`src/rtl/pfy_pkg.sv`:
```
// Shared types and constants for the partial Fisher-Yates sampler.
`default_nettype none

package pfy_pkg;

   localparam int POPULATION_MAX_DEF = 1024;
   localparam int WORD_W             = 31;
   localparam int INDEX_OUT_W        = 10;
   localparam int POP_REG_W          = 11;
   localparam int DRAWS_REG_W        = 11;
   localparam int REPS_W             = 16;
   localparam int CSR_DATA_W         = 16;
   localparam int CSR_INDEX_W        = 2;
   localparam int REQ_DATA_W         = 32;
   localparam int RSP_DATA_W         = 16;
   localparam int EPOCH_W            = 8;
   localparam int QUEUE_DEPTH        = 2;

   typedef enum logic [CSR_INDEX_W-1:0] {
      CSR_POPULATION = 2'd0,
      CSR_DRAWS      = 2'd1,
      CSR_REPS       = 2'd2
   } csr_index_type;

   typedef enum logic [2:0] {
      ST_CLEAR,
      ST_IDLE,
      ST_DIV,
      ST_RD_A,
      ST_RD_B,
      ST_WR_A,
      ST_WR_B
   } eng_state_type;

   typedef struct packed {
      logic              valid;
      logic [WORD_W-1:0] word;
   } queue_item_type;

   typedef struct packed {
      logic [INDEX_OUT_W-1:0] index;
      logic                   sample_end;
      logic                   all_done;
   } result_type;

endpackage

`default_nettype wire

```
`src/rtl/pfy_front.sv`:
```
// Input queue: accepts random-word beats and holds them for the draw engine.
`default_nettype none

module pfy_front (
   input  wire logic                        clock,
   input  wire logic                        reset,
   input  wire logic                        req_tvalid,
   output logic                             req_tready,
   input  wire logic [pfy_pkg::REQ_DATA_W-1:0] req_tdata,  // [30:0] random_word
   output pfy_pkg::queue_item_type          head,
   input  wire logic                        pop
);

   localparam int DEPTH = pfy_pkg::QUEUE_DEPTH;
   localparam int PTR_W = (DEPTH > 1) ? $clog2(DEPTH) : 1;
   localparam int CNT_W = $clog2(DEPTH + 1);

   logic [pfy_pkg::WORD_W-1:0] entry_ff [DEPTH];
   logic [PTR_W-1:0]           wr_ptr_ff, wr_ptr_in;
   logic [PTR_W-1:0]           rd_ptr_ff, rd_ptr_in;
   logic [CNT_W-1:0]           count_ff, count_in;
   logic                       push;
   logic                       take;

   assign req_tready = (count_ff != CNT_W'(DEPTH));
   assign push       = req_tvalid && req_tready;
   assign take       = pop && (count_ff != '0);

   assign head.valid = (count_ff != '0);
   assign head.word  = entry_ff[rd_ptr_ff];

   always_comb begin
      wr_ptr_in = wr_ptr_ff;
      rd_ptr_in = rd_ptr_ff;
      count_in  = count_ff;
      if (push) begin
         wr_ptr_in = (wr_ptr_ff == PTR_W'(DEPTH - 1)) ? '0 : wr_ptr_ff + 1'b1;
      end
      if (take) begin
         rd_ptr_in = (rd_ptr_ff == PTR_W'(DEPTH - 1)) ? '0 : rd_ptr_ff + 1'b1;
      end
      if (push && !take) begin
         count_in = count_ff + 1'b1;
      end else if (take && !push) begin
         count_in = count_ff - 1'b1;
      end
   end

   always_ff @(posedge clock) begin
      if (reset) begin
         wr_ptr_ff <= '0;
         rd_ptr_ff <= '0;
         count_ff  <= '0;
      end else begin
         wr_ptr_ff <= wr_ptr_in;
         rd_ptr_ff <= rd_ptr_in;
         count_ff  <= count_in;
      end
   end

   always_ff @(posedge clock) begin
      if (push) begin
         entry_ff[wr_ptr_ff] <= req_tdata[pfy_pkg::WORD_W-1:0];
      end
   end

endmodule

`default_nettype wire

```
`config.mk`:
```
export PLATFORM = sky130hd
export DESIGN_NAME = pfy_front
export DESIGN_NICKNAME = d
export VERILOG_FILES = /design/src/rtl/pfy_pkg.sv /design/src/rtl/pfy_front.sv
export SDC_FILE = /design/constraint.sdc
export NUM_CORES = 1
export LEC_CHECK = 0
export BUFFER_PORTS_ARGS = -buffer_cell sky130_fd_sc_hd__buf_2
export CORE_ASPECT_RATIO = 0.7
export CORE_MARGIN = 1
export CORE_UTILIZATION = 25
export CTS_BUF_LIST = sky130_fd_sc_hd__clkbuf_8
export CTS_CLUSTER_DIAMETER = 120
export DETAILED_ROUTE_END_ITERATION = 8
export PLACE_DENSITY = 0.5
export SLEW_MARGIN = 20
export SYNTH_ARGS = -nofsm -noshare
export SYNTH_HDL_FRONTEND = slang
export SYNTH_SLANG_ARGS = --single-unit
export TNS_END_PERCENT = 1
```
`constraint.sdc`:
```
create_clock -name clock -period 2.31 [get_ports clock]
set_input_delay 0.462 -clock clock [delete_from_list [all_inputs] [get_ports clock]]
set_output_delay 0.462 -clock clock [all_outputs]
set_load 0.01 [all_outputs]
```
==> impl_metrics.toml <==
[synthesis]
ys_warn_count = 0
synth_nets = 157
synth-seq-area-share_pct = 80.1
synth_cells = 120
yosysMostFrequentCell = "edfxtp_1"
synth_edf_count = 62
synth_flop_cell = "edfxtp_1"
synth_top_cell_by_area = "edfxtp_1"
avgSynthCellArea_sq_um = 20.4
yosys-top-cells-count = "edfxtp_1, mux2_2, dfxtp_1"
netlist_top_cells_area = "edfxtp_1, mux2_2, dfxtp_1"
synthArstFlopShare_pct = 0
synth_top_area_share_pct = 76.0
syn_area_sq_um = 2450
yosysUniqueCellTypes = 17
yosys_register_bits = 67

[detailed_routing]
drtIter0Drc = 35
drt_first_pass_iters = 4
num_vias = 1312
avgViaCountPerCell = 3.98
wl_um = 4450
ant_nets = 0
wire_per_inst_um = 13.5
drc = 0

[grt]
grt_usage_pct = 9.68
grt_overflow = 0
grt_pass1_vias = 1374
grt_max_degree = 17
grt_pass1_wl_um = 7070
grt_antenna_before_repair = 0

[timing]
finClkSkew_ps = 8.68
finalHoldViolCount = 0
setup_slack_ps = 419
finalCritPeriodShare_pct = 81.8
maxSlewViolCount = 0
rsz0062_at_grt = "no"
max_freq_ghz = 0.529
relSlewSlack_pct = 80.4
min_period_ps = 1890
setup_viol_count_final = 0
worst_slew_pin_slew_ps = 292
tns_ps = 0

[critical_path]
startpoint_type = "register"
max_stage_delay_ps = 370
cp.buffers_inverters = 2
path_cells = "buf_4, mux2_2, buf_2"
end_kind = "output pin"
cp_top_family = "buffers and inverters"
path_max_fanout = 16
crit_required_ps = 1850
critPathSlowestCell = "mux2_2"
path_class = "reg -> out"
arrival_ps = 1430
r2r_start = "count_ff[0]"

[clock_network]
cts_buffers = 9
postCtsHoldBufs = 0
postCtsSetupRepairBufs = 0
cts_max_level = 3
cts-resized-gates = 0
cts.path.max_buffers = 2
cts_tree = "done"
clock-root-buffer = "clkbuf_8"
clk_latency_ps = 330
cts_sinks = 67
clkTransAtPathRegs_ps = 70

[placed_design]
routabilityCongestion = 0.638
dp_slack_ps = 701
port_buffers = 67
hpwlAfterDp_um = 2950

[floorplan]
fp.dieH_um = 84.8
die_area_sq_um = 10200
io_pins = 69
num_rows = 29
start_util_pct = 26.4
chipWidth_um = 120
core_sq_um = 9290

[worst_hold_path]
hp-class = "in -> reg"
worstHoldStart = "req_tdata[15]"

[power]
p_leak_nw = 1.19
worst_ir_drop_vdd_mv = 0.373
powerDensity_nw_per_um2 = 1030

[finish]
fill_cells = 928
antenna_cells = 0
layout-drive-gt1-share_pct = 57.8
nets = 238
area_delta_synth_final_pct = 28.3

[status]
status = "finished clean"

[run]
max-cap-violations = 0
[routing by layer]
layer,GRT usage [%],up-vias,part of all wire (%)
met5,0,-,0
met4,3.70,0,0
met3,6.18,0,9.5
met2,13.8,52,45
met1,11.6,633,45
li1,-,627,-
[cell usage in the layout, fill, tap and decap left out, types with 2 or more instances in the layout]
master	instances
buf_2	67
edfxtp_1	62
mux2_2	31
clkbuf_8	11
buf_4	6
dfxtp_1	5
inv_1	3
xor2_1	3
nor2_1	3
o21ai_0	2
a21oi_1	2
clkinv_2	2
[cells by family (layout without fill, tap and decap cells)]
family / after synthesis / count (layout) / synth area share, %
AO/OA/AOI/OAI: 5 / 5 / 1.23
XOR/XNOR: 3 / 3 / 1.07
adder cells (fa/ha/maj): 1 / 1 / 0.511
buffers and inverters: 4 / 90 / 0.766
flip-flops: 67 / 67 / 80.1
multiplexers: 31 / 31 / 14.3
AND/OR/NAND/NOR: 9 / 9 / 2.04
[power breakdown]
part / switching [mW] / total [mW] / leakage [nW] / internal (mW)
registers: 0.0480 / 1.57 / 0.620 / 1.52
clock network: 0.394 / 0.827 / 0.0991 / 0.433
logic: 0.444 / 0.851 / 0.468 / 0.407
total: 0.887 / 3.25 / 1.19 / 2.36
[stage by stage]
| stage | cell area, sq um | total power, mW | util [%] | instances | hold slack [ps] |
|---|---|---|---|---|---|
| 6_report | 3140 | 3.25 | 33.8 | 330 | 315 |
| 5_1_grt | 3140 | 3.45 | 33.8 | 330 | 282 |
| 4_1_cts | 3140 | 3.32 | 33.8 | 330 | 285 |
| 3_5_place_dp | 2970 | 2.46 | 32.0 | 314 | 506 |
| 3_3_place_gp | 2970 | 2.46 | 32.0 | 314 | 489 |
| 2_1_floorplan | 2450 | 2.12 | - | 120 | 471 |
[worst paths after layout]
path	endpoint	slack, ps	cells past startpoint
setup / recovery	head[4]	420	3
hold / removal	entry_ff[1][15]	310	1
setup reg to reg	count_ff[1]	680	5
hold reg to reg	rd_ptr_ff	510	2
[state kept, by name, indices dropped and copies added, names as in the netlist, named ones only]
signal,cells
count_ff,2
entry_ff,62
rd_ptr_ff,1
wr_ptr_ff,1
[final cells by class]
type | instances | area, sq um | area share, %
Sequential cell | 67 | 1960 | 62.4
Clock buffer | 11 | 151 | 4.82
Clock inverter | 5 | 21.3 | 0.677
Inverter | 1 | 3.75 | 0.119
Tap cell | 124 | 155 | 4.94
Multi-Input combinational cell | 49 | 468 | 14.9
Timing Repair Buffer | 73 | 380 | 12.1
Note: power is estimated with default switching activity, not from simulation.
